File: src/hw/rtl/lsag_pkg.sv
// Shared types, codes and constants of the LED strip animation generator.
`timescale 1ns / 1ps
package lsag_pkg;

	typedef enum logic [1:0] {
		ACT_ADVANCE,
		ACT_QUERY,
		ACT_PAL_WRITE,
		ACT_RESTART
	} action_t;

	localparam logic [2:0] ANIM_OFF    = 3'd0;
	localparam logic [2:0] ANIM_STATIC = 3'd1;
	localparam logic [2:0] ANIM_FADE   = 3'd2;
	localparam logic [2:0] ANIM_SNAKE  = 3'd3;
	localparam logic [2:0] ANIM_SWAP   = 3'd4;

	localparam logic [1:0] REG_ANIMATION    = 2'd0;
	localparam logic [1:0] REG_PALETTE_SIZE = 2'd1;
	localparam logic [1:0] REG_FADE_STEPS   = 2'd2;
	localparam logic [1:0] REG_STATIC_COLOR = 2'd3;

	localparam int          CH_W     = 8;
	localparam int          PROD_W   = 18;
	localparam int          STEPS_W  = 10;
	localparam int          COLOR_W  = 24;
	localparam logic [23:0] STATIC_RESET = 24'h0000FF;

	typedef enum logic [3:0] {
		ST_IDLE,
		ST_DISPATCH,
		ST_SEGLEN,
		ST_SEGCHK,
		ST_SEG,
		ST_FROM,
		ST_TO,
		ST_MUL,
		ST_FDIV,
		ST_RDRES,
		ST_DONE
	} state_t;

	typedef enum logic [2:0] {
		K_ZERO,
		K_STATIC,
		K_FADE,
		K_SNAKE,
		K_SWAP
	} kind_t;

	typedef enum logic [2:0] {
		RD_ZERO,
		RD_CP,
		RD_NX,
		RD_SEG,
		RD_SWAP
	} rd_sel_t;

	typedef enum logic [2:0] {
		RES_HOLD,
		RES_ZERO,
		RES_STATIC,
		RES_RAM,
		RES_FADE
	} res_sel_t;

	typedef enum logic [1:0] {
		DIV_SEGLEN,
		DIV_SEG,
		DIV_FADE
	} div_sel_t;

	typedef struct packed {
		logic     load;
		logic     adv;
		logic     restart;
		logic     pal_wr;
		logic     rd_en;
		rd_sel_t  rd_sel;
		res_sel_t res_sel;
		logic     cap_from;
		logic     mul;
		logic     div_go;
		div_sel_t div_sel;
		logic     out_load;
	} cmd_t;

	typedef struct packed {
		kind_t kind;
		logic  div_busy;
		logic  seglen_zero;
	} sts_t;

	typedef struct packed {
		logic [2:0]  animation;
		logic [3:0]  palette_size;
		logic [9:0]  fade_steps;
		logic [23:0] static_color;
	} cfg_t;

	function automatic logic [23:0] pal_reset(input logic [3:0] idx);
		logic [23:0] v;
		case (idx)
			4'd0: v = 24'hFF0000;
			4'd1: v = 24'hFFA500;
			4'd2: v = 24'hFFFF00;
			4'd3: v = 24'h008000;
			4'd4: v = 24'h0000FF;
			4'd5: v = 24'h4B0082;
			4'd6: v = 24'hEE82EE;
			default: v = 24'h000000;
		endcase
		return v;
	endfunction

endpackage

File: src/hw/rtl/lsag_item_if.sv
// Input item channel: valid/ready plus the item payload.
`timescale 1ns / 1ps
interface lsag_item_if;
	logic        valid;
	logic        ready;
	logic [1:0]  action;
	logic [8:0]  pixel_index;
	logic [2:0]  palette_slot;
	logic [23:0] palette_color;

	modport source (output valid, output action, output pixel_index, output palette_slot,
		output palette_color, input ready);
	modport sink (input valid, input action, input pixel_index, input palette_slot,
		input palette_color, output ready);
endinterface

File: src/hw/rtl/lsag_result_if.sv
// Result channel: valid/ready plus the pixel color.
`timescale 1ns / 1ps
interface lsag_result_if;
	logic       valid;
	logic       ready;
	logic [7:0] red;
	logic [7:0] green;
	logic [7:0] blue;

	modport source (output valid, output red, output green, output blue, input ready);
	modport sink (input valid, input red, input green, input blue, output ready);
endinterface

File: src/hw/rtl/lsag_div.sv
// Three-lane restoring divider with a shared divisor, one quotient bit per cycle.
`timescale 1ns / 1ps
module lsag_div #(
	parameter int DW = 18
) (
	input  logic                 clk,
	input  logic                 arst_n,
	input  logic                 go,
	input  logic [2:0][DW-1:0]   dividend,
	input  logic [DW-1:0]        divisor,
	output logic [2:0][DW-1:0]   quotient,
	output logic                 busy
);
	localparam int CW = $clog2(DW + 1);

	logic [CW-1:0]       cnt_q;
	logic [2:0][DW-1:0]  rem_q;
	logic [2:0][DW-1:0]  quo_q;
	logic [DW-1:0]       dvs_q;
	logic [2:0][DW-1:0]  rem_d;
	logic [2:0][DW-1:0]  quo_d;

	always_comb begin
		logic [DW:0] r2;
		logic        ge;
		for (int c = 0; c < 3; c++) begin
			r2 = {rem_q[c], quo_q[c][DW-1]};
			ge = (r2 >= {1'b0, dvs_q});
			rem_d[c] = ge ? DW'(r2 - {1'b0, dvs_q}) : DW'(r2);
			quo_d[c] = {quo_q[c][DW-2:0], ge};
		end
	end

	always_ff @(posedge clk or negedge arst_n) begin
		if (!arst_n) begin
			cnt_q <= '0;
		end else if (go) begin
			cnt_q <= CW'(DW);
		end else if (cnt_q != '0) begin
			cnt_q <= cnt_q - CW'(1);
		end
	end

	always_ff @(posedge clk) begin
		if (go) begin
			rem_q <= '0;
			quo_q <= dividend;
			dvs_q <= divisor;
		end else if (cnt_q != '0) begin
			rem_q <= rem_d;
			quo_q <= quo_d;
		end
	end

	assign quotient = quo_q;
	assign busy     = (cnt_q != '0);
endmodule

File: src/hw/rtl/lsag_dp.sv
// Datapath: palette memory, animation state, fade multiply and division, result registers.
`timescale 1ns / 1ps
module lsag_dp #(
	parameter int LED_COUNT     = 300,
	parameter int PALETTE_DEPTH = 8
) (
	input  logic               clk,
	input  logic               arst_n,
	input  lsag_pkg::cmd_t     cmd,
	input  lsag_pkg::cfg_t     cfg,
	input  logic [8:0]         pixel_index,
	input  logic [2:0]         palette_slot,
	input  logic [23:0]        palette_color,
	output lsag_pkg::sts_t     sts,
	output logic [7:0]         red,
	output logic [7:0]         green,
	output logic [7:0]         blue
);
	localparam int PW     = $clog2(PALETTE_DEPTH);
	localparam int SZ_W   = $clog2(PALETTE_DEPTH + 1);
	localparam int OFF_W  = $clog2(LED_COUNT);
	localparam int REL_B  = $clog2(2 * LED_COUNT);
	localparam int SUM_W  = (REL_B > 9 ? REL_B : 9) + 1;
	localparam int DW     = (SUM_W > lsag_pkg::PROD_W) ? SUM_W : lsag_pkg::PROD_W;

	// palette store
	logic [23:0]              mem [PALETTE_DEPTH];
	logic [PALETTE_DEPTH-1:0] vld_q;
	logic [23:0]              rdata_q;
	logic [PW-1:0]            rd_idx;
	logic                     wr_en;
	logic [PW-1:0]            wr_addr;

	// animation state
	logic [PW-1:0]    cp_q;
	logic [9:0]       fpos_q;
	logic [OFF_W-1:0] off_q;

	// query working registers
	logic [8:0]             pix_q;
	logic [23:0]            from_q;
	logic [2:0][17:0]       prod_s1;
	logic [2:0]             dir_s1;
	logic [23:0]            from_s1;
	logic [23:0]            res_q;
	logic [7:0]             red_q;
	logic [7:0]             green_q;
	logic [7:0]             blue_q;

	logic [SZ_W-1:0]  size_eff;
	logic [9:0]       steps_eff;
	logic [PW-1:0]    cp_eff;
	logic [PW-1:0]    cp_nx;
	logic [PW-1:0]    nx;
	logic [9:0]       j;
	logic [9:0]       fp1;
	logic [SUM_W-1:0] sum;
	logic [SUM_W-1:0] rel;
	logic             oor;
	logic [23:0]      fade_res;
	lsag_pkg::kind_t  kind;

	logic [2:0][DW-1:0] dvd;
	logic [DW-1:0]      dvs;
	logic [2:0][DW-1:0] quot;
	logic               div_busy;

	always_comb begin
		if (cfg.palette_size == 4'd0)
			size_eff = SZ_W'(1);
		else if (32'(cfg.palette_size) > PALETTE_DEPTH)
			size_eff = SZ_W'(PALETTE_DEPTH);
		else
			size_eff = SZ_W'(cfg.palette_size);
	end

	assign steps_eff = (cfg.fade_steps == 10'd0) ? 10'd1 : cfg.fade_steps;
	assign cp_eff    = (SZ_W'(cp_q) < size_eff) ? cp_q : '0;
	assign cp_nx     = ((SZ_W'(cp_q) + SZ_W'(1)) >= size_eff) ? '0 : cp_q + PW'(1);
	assign nx        = ((SZ_W'(cp_eff) + SZ_W'(1)) == size_eff) ? '0 : cp_eff + PW'(1);
	assign j         = (fpos_q > steps_eff) ? steps_eff : fpos_q;
	assign fp1       = fpos_q + 10'd1;

	assign oor = (SUM_W'(pix_q) >= SUM_W'(LED_COUNT));
	assign sum = SUM_W'(pix_q) + SUM_W'(LED_COUNT) - SUM_W'(off_q);
	assign rel = (sum >= SUM_W'(LED_COUNT)) ? sum - SUM_W'(LED_COUNT) : sum;

	always_comb begin
		if (oor) begin
			kind = lsag_pkg::K_ZERO;
		end else begin
			case (cfg.animation)
				lsag_pkg::ANIM_STATIC: kind = lsag_pkg::K_STATIC;
				lsag_pkg::ANIM_FADE:   kind = lsag_pkg::K_FADE;
				lsag_pkg::ANIM_SNAKE:  kind = lsag_pkg::K_SNAKE;
				lsag_pkg::ANIM_SWAP:   kind = lsag_pkg::K_SWAP;
				default:               kind = lsag_pkg::K_ZERO;
			endcase
		end
	end
	assign sts.kind        = kind;
	assign sts.div_busy    = div_busy;
	assign sts.seglen_zero = (quot[0] == '0);

	always_comb begin
		case (cmd.rd_sel)
			lsag_pkg::RD_CP:   rd_idx = cp_eff;
			lsag_pkg::RD_NX:   rd_idx = nx;
			lsag_pkg::RD_SEG:  rd_idx = (quot[0] >= DW'(size_eff)) ? '0 : PW'(quot[0]);
			lsag_pkg::RD_SWAP: rd_idx = (size_eff < SZ_W'(2)) ? '0 : cp_eff;
			default:           rd_idx = '0;
		endcase
	end

	assign wr_en   = cmd.pal_wr && (32'(palette_slot) < PALETTE_DEPTH);
	assign wr_addr = PW'(palette_slot);

	always_ff @(posedge clk) begin
		if (wr_en)
			mem[wr_addr] <= palette_color;
		if (cmd.rd_en)
			rdata_q <= vld_q[rd_idx] ? mem[rd_idx] : lsag_pkg::pal_reset(4'(rd_idx));
	end

	always_ff @(posedge clk or negedge arst_n) begin
		if (!arst_n) begin
			vld_q <= '0;
		end else if (wr_en) begin
			vld_q[wr_addr] <= 1'b1;
		end
	end

	always_ff @(posedge clk or negedge arst_n) begin
		if (!arst_n) begin
			cp_q   <= '0;
			fpos_q <= 10'd1;
			off_q  <= '0;
		end else if (cmd.restart) begin
			cp_q   <= '0;
			fpos_q <= 10'd1;
			off_q  <= '0;
		end else if (cmd.adv) begin
			case (cfg.animation)
				lsag_pkg::ANIM_FADE: begin
					if (fp1 > steps_eff || fp1 == 10'd0) begin
						fpos_q <= 10'd1;
						cp_q   <= cp_nx;
					end else begin
						fpos_q <= fp1;
					end
				end
				lsag_pkg::ANIM_SNAKE: begin
					off_q <= (off_q == OFF_W'(LED_COUNT - 1)) ? '0 : off_q + OFF_W'(1);
				end
				lsag_pkg::ANIM_SWAP: begin
					if (size_eff >= SZ_W'(2))
						cp_q <= cp_nx;
				end
				default: begin
				end
			endcase
		end
	end

	// fade: |to - from| * step, sign kept apart
	always_ff @(posedge clk) begin
		logic [7:0] f;
		logic [7:0] t;
		if (cmd.load)
			pix_q <= pixel_index;
		if (cmd.cap_from)
			from_q <= rdata_q;
		if (cmd.mul) begin
			for (int c = 0; c < 3; c++) begin
				f = from_q[8*c +: 8];
				t = rdata_q[8*c +: 8];
				dir_s1[c]  <= (t >= f);
				prod_s1[c] <= (t >= f) ? (8'(t - f) * j) : (8'(f - t) * j);
			end
			from_s1 <= from_q;
		end
	end

	always_comb begin
		dvd = '0;
		dvs = DW'(steps_eff);
		case (cmd.div_sel)
			lsag_pkg::DIV_SEGLEN: begin
				dvd[0] = DW'(LED_COUNT);
				dvs    = DW'(size_eff);
			end
			lsag_pkg::DIV_SEG: begin
				dvd[0] = DW'(rel);
				dvs    = quot[0];
			end
			default: begin
				for (int c = 0; c < 3; c++)
					dvd[c] = DW'(prod_s1[c]);
			end
		endcase
	end

	lsag_div #(.DW(DW)) u_div (
		.clk      (clk),
		.arst_n   (arst_n),
		.go       (cmd.div_go),
		.dividend (dvd),
		.divisor  (dvs),
		.quotient (quot),
		.busy     (div_busy)
	);

	always_comb begin
		logic [7:0] f;
		logic [7:0] q;
		for (int c = 0; c < 3; c++) begin
			f = from_s1[8*c +: 8];
			q = quot[c][7:0];
			fade_res[8*c +: 8] = dir_s1[c] ? f + q : f - q;
		end
	end

	always_ff @(posedge clk) begin
		case (cmd.res_sel)
			lsag_pkg::RES_ZERO:   res_q <= '0;
			lsag_pkg::RES_STATIC: res_q <= cfg.static_color;
			lsag_pkg::RES_RAM:    res_q <= rdata_q;
			lsag_pkg::RES_FADE:   res_q <= fade_res;
			default:              res_q <= res_q;
		endcase
		if (cmd.out_load) begin
			red_q   <= res_q[23:16];
			green_q <= res_q[15:8];
			blue_q  <= res_q[7:0];
		end
	end

	assign red   = red_q;
	assign green = green_q;
	assign blue  = blue_q;
endmodule

File: src/hw/rtl/lsag_ctrl.sv
// Controller: sequences each transaction through the datapath and owns the handshakes.
`timescale 1ns / 1ps
module lsag_ctrl (
	input  logic              clk,
	input  logic              arst_n,
	input  logic              in_valid,
	input  logic [1:0]        in_action,
	input  logic              out_ready,
	input  lsag_pkg::sts_t    sts,
	output logic              in_ready,
	output logic              out_valid,
	output lsag_pkg::cmd_t    cmd
);
	lsag_pkg::state_t state_q;
	lsag_pkg::state_t state_d;
	logic             out_valid_q;
	logic             out_free;

	assign out_free = !out_valid_q || out_ready;

	always_comb begin
		state_d = state_q;
		case (state_q)
			lsag_pkg::ST_IDLE: begin
				if (in_valid && in_action == lsag_pkg::ACT_QUERY)
					state_d = lsag_pkg::ST_DISPATCH;
			end
			lsag_pkg::ST_DISPATCH: begin
				case (sts.kind)
					lsag_pkg::K_FADE:  state_d = lsag_pkg::ST_FROM;
					lsag_pkg::K_SNAKE: state_d = lsag_pkg::ST_SEGLEN;
					lsag_pkg::K_SWAP:  state_d = lsag_pkg::ST_RDRES;
					default:           state_d = lsag_pkg::ST_DONE;
				endcase
			end
			lsag_pkg::ST_SEGLEN: if (!sts.div_busy) state_d = lsag_pkg::ST_SEGCHK;
			lsag_pkg::ST_SEGCHK: begin
				state_d = sts.seglen_zero ? lsag_pkg::ST_RDRES : lsag_pkg::ST_SEG;
			end
			lsag_pkg::ST_SEG:    if (!sts.div_busy) state_d = lsag_pkg::ST_RDRES;
			lsag_pkg::ST_FROM:   state_d = lsag_pkg::ST_TO;
			lsag_pkg::ST_TO:     state_d = lsag_pkg::ST_MUL;
			lsag_pkg::ST_MUL:    state_d = lsag_pkg::ST_FDIV;
			lsag_pkg::ST_FDIV:   if (!sts.div_busy) state_d = lsag_pkg::ST_DONE;
			lsag_pkg::ST_RDRES:  state_d = lsag_pkg::ST_DONE;
			lsag_pkg::ST_DONE:   if (out_free) state_d = lsag_pkg::ST_IDLE;
			default:             state_d = lsag_pkg::ST_IDLE;
		endcase
	end

	always_comb begin
		cmd          = '0;
		cmd.rd_sel   = lsag_pkg::RD_ZERO;
		cmd.res_sel  = lsag_pkg::RES_HOLD;
		cmd.div_sel  = lsag_pkg::DIV_FADE;
		in_ready     = 1'b0;
		case (state_q)
			lsag_pkg::ST_IDLE: begin
				in_ready = 1'b1;
				if (in_valid) begin
					case (in_action)
						lsag_pkg::ACT_ADVANCE:   cmd.adv     = 1'b1;
						lsag_pkg::ACT_QUERY:     cmd.load    = 1'b1;
						lsag_pkg::ACT_PAL_WRITE: cmd.pal_wr  = 1'b1;
						default:                 cmd.restart = 1'b1;
					endcase
				end
			end
			lsag_pkg::ST_DISPATCH: begin
				case (sts.kind)
					lsag_pkg::K_STATIC: cmd.res_sel = lsag_pkg::RES_STATIC;
					lsag_pkg::K_FADE: begin
						cmd.rd_en  = 1'b1;
						cmd.rd_sel = lsag_pkg::RD_CP;
					end
					lsag_pkg::K_SNAKE: begin
						cmd.div_go  = 1'b1;
						cmd.div_sel = lsag_pkg::DIV_SEGLEN;
					end
					lsag_pkg::K_SWAP: begin
						cmd.rd_en  = 1'b1;
						cmd.rd_sel = lsag_pkg::RD_SWAP;
					end
					default: cmd.res_sel = lsag_pkg::RES_ZERO;
				endcase
			end
			lsag_pkg::ST_SEGCHK: begin
				if (sts.seglen_zero) begin
					cmd.rd_en  = 1'b1;
					cmd.rd_sel = lsag_pkg::RD_ZERO;
				end else begin
					cmd.div_go  = 1'b1;
					cmd.div_sel = lsag_pkg::DIV_SEG;
				end
			end
			lsag_pkg::ST_SEG: begin
				if (!sts.div_busy) begin
					cmd.rd_en  = 1'b1;
					cmd.rd_sel = lsag_pkg::RD_SEG;
				end
			end
			lsag_pkg::ST_FROM: begin
				cmd.cap_from = 1'b1;
				cmd.rd_en    = 1'b1;
				cmd.rd_sel   = lsag_pkg::RD_NX;
			end
			lsag_pkg::ST_TO:  cmd.mul = 1'b1;
			lsag_pkg::ST_MUL: cmd.div_go = 1'b1;
			lsag_pkg::ST_FDIV: begin
				if (!sts.div_busy)
					cmd.res_sel = lsag_pkg::RES_FADE;
			end
			lsag_pkg::ST_RDRES: cmd.res_sel = lsag_pkg::RES_RAM;
			lsag_pkg::ST_DONE:  cmd.out_load = out_free;
			default: begin
			end
		endcase
	end

	always_ff @(posedge clk or negedge arst_n) begin
		if (!arst_n) begin
			state_q     <= lsag_pkg::ST_IDLE;
			out_valid_q <= 1'b0;
		end else begin
			state_q <= state_d;
			if (cmd.out_load)
				out_valid_q <= 1'b1;
			else if (out_ready)
				out_valid_q <= 1'b0;
		end
	end

	assign out_valid = out_valid_q;
endmodule

File: src/hw/rtl/led_strip_animation_generator_top.sv
// Top level: configuration registers, controller and datapath of the LED animation generator.
`timescale 1ns / 1ps
// Frame advance, palette write and restart transactions may follow back to back. A pixel
// query occupies the block until its color is loaded into the output register. Fade and
// snake queries wait on the shared restoring divider, which yields one quotient bit per
// cycle over max(18, pixel sum width) bits; snake uses it twice (segment length, then
// segment number) unless the segment length is zero. The next transaction is taken while
// a finished color still waits in the output register.
module led_strip_animation_generator_top #(
	parameter int LED_COUNT     = 300,
	parameter int PALETTE_DEPTH = 8
) (
	input  logic               clk,
	input  logic               arst_n,
	input  logic               psel,
	input  logic               penable,
	input  logic               pwrite,
	input  logic [3:0]         paddr,
	input  logic [31:0]        pwdata,
	output logic [31:0]        prdata,
	output logic               pready,
	lsag_item_if.sink          item,
	lsag_result_if.source      result
);
	lsag_pkg::cfg_t cfg_q;
	lsag_pkg::cmd_t cmd;
	lsag_pkg::sts_t sts;
	logic           wr;

	assign pready = 1'b1;
	assign wr     = psel && penable && pwrite;

	always_ff @(posedge clk or negedge arst_n) begin
		if (!arst_n) begin
			cfg_q.animation    <= lsag_pkg::ANIM_OFF;
			cfg_q.palette_size <= 4'd7;
			cfg_q.fade_steps   <= 10'd100;
			cfg_q.static_color <= lsag_pkg::STATIC_RESET;
		end else if (wr) begin
			case (paddr[3:2])
				lsag_pkg::REG_ANIMATION:    cfg_q.animation    <= pwdata[2:0];
				lsag_pkg::REG_PALETTE_SIZE: cfg_q.palette_size <= pwdata[3:0];
				lsag_pkg::REG_FADE_STEPS:   cfg_q.fade_steps   <= pwdata[9:0];
				default:                    cfg_q.static_color <= pwdata[23:0];
			endcase
		end
	end

	always_comb begin
		case (paddr[3:2])
			lsag_pkg::REG_ANIMATION:    prdata = 32'(cfg_q.animation);
			lsag_pkg::REG_PALETTE_SIZE: prdata = 32'(cfg_q.palette_size);
			lsag_pkg::REG_FADE_STEPS:   prdata = 32'(cfg_q.fade_steps);
			default:                    prdata = 32'(cfg_q.static_color);
		endcase
	end

	lsag_ctrl u_ctrl (
		.clk       (clk),
		.arst_n    (arst_n),
		.in_valid  (item.valid),
		.in_action (item.action),
		.out_ready (result.ready),
		.sts       (sts),
		.in_ready  (item.ready),
		.out_valid (result.valid),
		.cmd       (cmd)
	);

	lsag_dp #(
		.LED_COUNT     (LED_COUNT),
		.PALETTE_DEPTH (PALETTE_DEPTH)
	) u_dp (
		.clk           (clk),
		.arst_n        (arst_n),
		.cmd           (cmd),
		.cfg           (cfg_q),
		.pixel_index   (item.pixel_index),
		.palette_slot  (item.palette_slot),
		.palette_color (item.palette_color),
		.sts           (sts),
		.red           (result.red),
		.green         (result.green),
		.blue          (result.blue)
	);

	a_nonquery_stays_ready: assert property (@(posedge clk) disable iff (!arst_n)
		(item.valid && item.ready && item.action != lsag_pkg::ACT_QUERY) |=> item.ready)
		else $error("non-query transaction left the block busy");

	a_query_busies: assert property (@(posedge clk) disable iff (!arst_n)
		(item.valid && item.ready && item.action == lsag_pkg::ACT_QUERY) |=> !item.ready)
		else $error("query transaction did not occupy the block");

	a_result_needs_query: assert property (@(posedge clk) disable iff (!arst_n)
		$rose(result.valid) |-> $past(!item.ready))
		else $error("result appeared without a query in progress");
endmodule

File: src/flat_wrapper.sv
// flat-port wrapper written by rule: the top's interface ports become plain ports
module led_strip_animation_generator_top_flat 
#(
	parameter int LED_COUNT     = 300,
	parameter int PALETTE_DEPTH = 8
)
  (clk, arst_n, psel, penable, pwrite, paddr, pwdata, prdata, pready, item_valid, item_action, item_pixel_index, item_palette_slot, item_palette_color, item_ready, result_valid, result_red, result_green, result_blue, result_ready);
  lsag_item_if item_i ();
  lsag_result_if result_i ();
  input  logic clk;
  input  logic arst_n;
  input  logic psel;
  input  logic penable;
  input  logic pwrite;
  input  logic [3:0] paddr;
  input  logic [31:0] pwdata;
  output logic [31:0] prdata;
  output logic pready;
  input wire logic [$bits(item_i.valid)-1:0] item_valid;
  input wire logic [$bits(item_i.action)-1:0] item_action;
  input wire logic [$bits(item_i.pixel_index)-1:0] item_pixel_index;
  input wire logic [$bits(item_i.palette_slot)-1:0] item_palette_slot;
  input wire logic [$bits(item_i.palette_color)-1:0] item_palette_color;
  output wire logic [$bits(item_i.ready)-1:0] item_ready;
  output wire logic [$bits(result_i.valid)-1:0] result_valid;
  output wire logic [$bits(result_i.red)-1:0] result_red;
  output wire logic [$bits(result_i.green)-1:0] result_green;
  output wire logic [$bits(result_i.blue)-1:0] result_blue;
  input wire logic [$bits(result_i.ready)-1:0] result_ready;
  assign item_i.valid = item_valid;
  assign item_i.action = item_action;
  assign item_i.pixel_index = item_pixel_index;
  assign item_i.palette_slot = item_palette_slot;
  assign item_i.palette_color = item_palette_color;
  assign item_ready = item_i.ready;
  assign result_valid = result_i.valid;
  assign result_red = result_i.red;
  assign result_green = result_i.green;
  assign result_blue = result_i.blue;
  assign result_i.ready = result_ready;
  led_strip_animation_generator_top #(.LED_COUNT(LED_COUNT), .PALETTE_DEPTH(PALETTE_DEPTH)) u_core (.clk(clk), .arst_n(arst_n), .psel(psel), .penable(penable), .pwrite(pwrite), .paddr(paddr), .pwdata(pwdata), .prdata(prdata), .pready(pready), .item(item_i), .result(result_i));
endmodule
File: config.mk
export PLATFORM = sky130hd
export DESIGN_NAME = led_strip_animation_generator_top_flat
export DESIGN_NICKNAME = d
export VERILOG_FILES = /design/src/hw/rtl/lsag_pkg.sv /design/src/hw/rtl/lsag_item_if.sv /design/src/hw/rtl/lsag_result_if.sv /design/src/hw/rtl/lsag_div.sv /design/src/hw/rtl/lsag_dp.sv /design/src/hw/rtl/lsag_ctrl.sv /design/src/hw/rtl/led_strip_animation_generator_top.sv /design/src/flat_wrapper.sv
export SDC_FILE = /design/constraint.sdc
export NUM_CORES = 2
export LEC_CHECK = 0
export ABC_AREA = 1
export ABC_CLOCK_PERIOD_IN_PS = 15600
export BUFFER_PORTS_ARGS = -buffer_cell sky130_fd_sc_hd__buf_4
export CORE_MARGIN = 2
export CORE_UTILIZATION = 45
export CTS_BUF_LIST = sky130_fd_sc_hd__clkbuf_8 sky130_fd_sc_hd__clkbuf_16
export DETAILED_ROUTE_END_ITERATION = 10
export GPL_TIMING_DRIVEN = 0
export PLACE_DENSITY_LB_ADDON = 0.12
export SKIP_CTS_REPAIR_TIMING = 1
export SLEW_MARGIN = 15
export SYNTH_ARGS = -nofsm -noshare
export SYNTH_HDL_FRONTEND = slang
export SYNTH_SLANG_ARGS = --single-unit
File: constraint.sdc
create_clock -name clk -period 15.6 [get_ports clk]
set_clock_uncertainty 0.05 [all_clocks]
set_input_delay 0.78 -clock clk [delete_from_list [all_inputs] [get_ports clk]]
set_output_delay 0.78 -clock clk [all_outputs]
set_load 0.02 [all_outputs]
==> qor.txt <==
area grow syn2layout: 12.0%
setup_tns: 0 ns
Worst-path clk slew: 0.06 ns
Hold WC Path Type: in2async
Die Width: 325 um
worst path arrival time: 9.47 ns
largest net degree at the start of global routing: 82
Pre-antenna DRT Iters: 6
warning count from the yosys run: 0
slowest cell delay on critical path: 0.78 ns
Synth Instances: 5440
CP Class: reg2reg
drt wl/cell: 20.5 um
Post-synth top cells: nand2_1 (1281), inv_1 (867), nor2_1 (605)
Max Fclk: 0.109 GHz
share of layout cells above drive strength 1: 0.0719
Core Rows: 117
Post-Route WL: 146000 um
Max stage delay cell, worst path: clkbuf_1
CTS Buf Count: 72
synth top area cells: edfxtp_1 (29%), fa_1 (13%), ha_1 (11%)
crit path time final: 9.14 ns
Max Transition Viols Final: 0
Critical Path Start Type: flop
DPL Wire Length: 114000 um
cell with the most instances after synthesis: nand2_1
Max H-tree Level: 3
DP Worst Slack: 6.81 ns
vias per cell: 5.33
DIE AREA: 106000 um^2
Max-slew headroom: 0.179
antenna violations before repair: 7
ys async rst share: 0.138
flop-to-flop setup slack: 6.46 ns
Post-synth EDFFs: 450
maxcap violations: 0
Seq cells post-synth: 585
Overflow after GRT: 0
GRT Overall Usage: 0.275
Sink Count: 585
dominant cell type by area after synthesis: edfxtp_1
outcome: finished, final reports clean
RePlAce Congestion: 0.935
period utilization: 0.586
distinct cell type count after synthesis: 59
clock root cell: clkbuf_16
delay-heaviest family, CP: compound AO/OA/AOI/OAI gates
Vias: 37800
worst slew pin tran: 1.23 ns
Initial DRC Count: 3343
core area: 102000 um^2
# port buffers: 120
Crit. End Element: flop
Hold Slack: 0.113 ns
RSZ-0062 raised after global routing: no
Buf/Inv on CP: 7
Layout Utilization: 0.509
vias in the first global route: 37200
# IOs: 140
CTS tree: built
Syn Area/Cell: 8.52 um^2
Setup Viol. Count Final: 0
first-pass GRT wire length: 222000 um
FF+latch area: 16600 um^2
Die Y: 325 um
dominant synthesized flop cell: edfxtp_1
worst skew pair latency: 0.68 ns
setup ws final: 6.46 ns
Final Hold Fails: 0
post-synthesis sequential area ratio: 0.359
CTS max path bufs: 3
area of the multi-input gates: 25700 um^2
Mapped Area: 46400 um^2
critical path required time: 15.93 ns
crit-path most repeated cell: inv_1
# DRC: 0
top cell type's share of synthesized area: 0.291
Initial Utilization: 0.454
Fillers: 9701
DRT antenna net count: 0
fin nets: 6448
crit path max fanout: 10
[kinds of logic (layout without fill, tap and decap cells)]
family                     Yosys count  count (layout)  synth area share
and+or+nand+nor                   2173            2173             0.188
buffers and inverters             1065            1334            0.0897
AOI/OAI and AO/OA                  748             748            0.0934
adders and majority gates          706             706             0.239
DFF                                585             585             0.359
xor gates and xnor gates           156             156            0.0295
muxes                                5               5           0.00108
other                                2              11          0.000162
[metal layers]
layer	up-vias	track usage	routed length, um
li1	18000	-	-
met1	18100	0.381	64800
met2	1325	0.437	64900
met3	259	0.0479	10700
met4	4	0.0924	5180
met5	-	0	26
[layout make-up]
class / count / share of cell area
well taps: 1368 / 0.0330
multi-input cells: 3797 / 0.495
clock buffers: 79 / 0.0368
flip-flops and latches: 585 / 0.321
plain buffers: 165 / 0.0151
repair buffers: 140 / 0.0257
clock inverters: 50 / 0.00873
diodes: 2 / 0.0000964
inverters: 900 / 0.0651
[placed cells by master, fill, tap and decap left out, types with 9 or more instances in the layout]
cell	synthesis	layout
conb_1	2	9
clkinv_1	16	25
nand4_1	78	78
buf_4	11	134
o21ai_1	13	13
o31ai_1	12	12
a211oi_1	10	10
o21bai_1	12	12
edfxtp_1	450	450
xnor2_1	46	46
dfstp_2	15	15
dfxtp_1	54	54
nand2_1	1281	1281
a22oi_1	17	17
ha_1	405	405
inv_1	867	878
clkinv_2	0	10
nor2_4	2	14
a21boi_0	9	9
fa_1	301	301
buf_2	58	57
nor2_1	605	593
clkbuf_1	86	83
dfrtp_1	66	66
clkbuf_16	0	73
a21oi_1	234	234
nand3_1	120	120
o21ai_0	287	287
a22o_1	20	20
buf_16	0	11
xor2_1	110	109
nor4_1	10	10
or2_2	10	10
o211ai_1	28	28
nor3_1	43	42
o22ai_1	33	33
inv_2	16	16
o221ai_1	19	19
[flip-flops by register name (all words and copies together), names as in the netlist, 4 cells and up]
register,count
u_core.u_dp.res_q,24
u_core.u_dp.from_q,24
u_core.u_dp.from_s1,24
u_core.u_dp.green,8
u_core.u_dp.red,8
u_core.u_dp.mem,192
u_core.u_dp.rdata_q,24
u_core.u_dp.off_q,9
u_core.u_ctrl.state_q,4
u_core.u_dp.u_div.quotient,54
u_core.u_dp.u_div.rem_q,54
u_core.u_dp.u_div.cnt_q,5
u_core.u_dp.u_div.dvs_q,18
u_core.u_dp.fpos_q,10
u_core.u_dp.blue,8
u_core.u_dp.pix_q,9
u_core.cfg_q,41
u_core.u_dp.prod_s1,54
u_core.u_dp.vld_q,8
[stage by stage]
step | area (um^2) | std cells
final | 51900 | 7086
after global routing | 51900 | 7086
after CTS | 51900 | 7084
after detailed placement | 49500 | 6955
after global placement | 49000 | 6935
after floorplan | 46400 | 5447
[worst paths after layout]
| path | startpoint | to | cells past startpoint |
|---|---|---|---|
| worst max-delay path | u_core.cfg_q[31]$_DFFE_PN0P_ | u_core.u_dp.prod_s1[51]$_DFFE_PP_ | 33 |
| worst min-delay path | arst_n | u_core.u_dp.off_q[1]$_DFFE_PN0P_ | 1 |
| worst max register to register | u_core.cfg_q[31]$_DFFE_PN0P_ | u_core.u_dp.prod_s1[51]$_DFFE_PP_ | 33 |
| worst min register to register | u_core.u_dp.res_q[11]$_DFFE_PP_ | u_core.u_dp.green[3]$_DFFE_PP_ | 0 |
| max in group asynchronous | arst_n | u_core.cfg_q[22]$_DFFE_PN0P_ | 1 |
| min in group clk | item_pixel_index[0] | u_core.u_dp.pix_q[0]$_DFFE_PP_ | 1 |
Power is not shown: default switching activity piles up to over one toggle a cycle in this logic, so the estimate is an artifact.
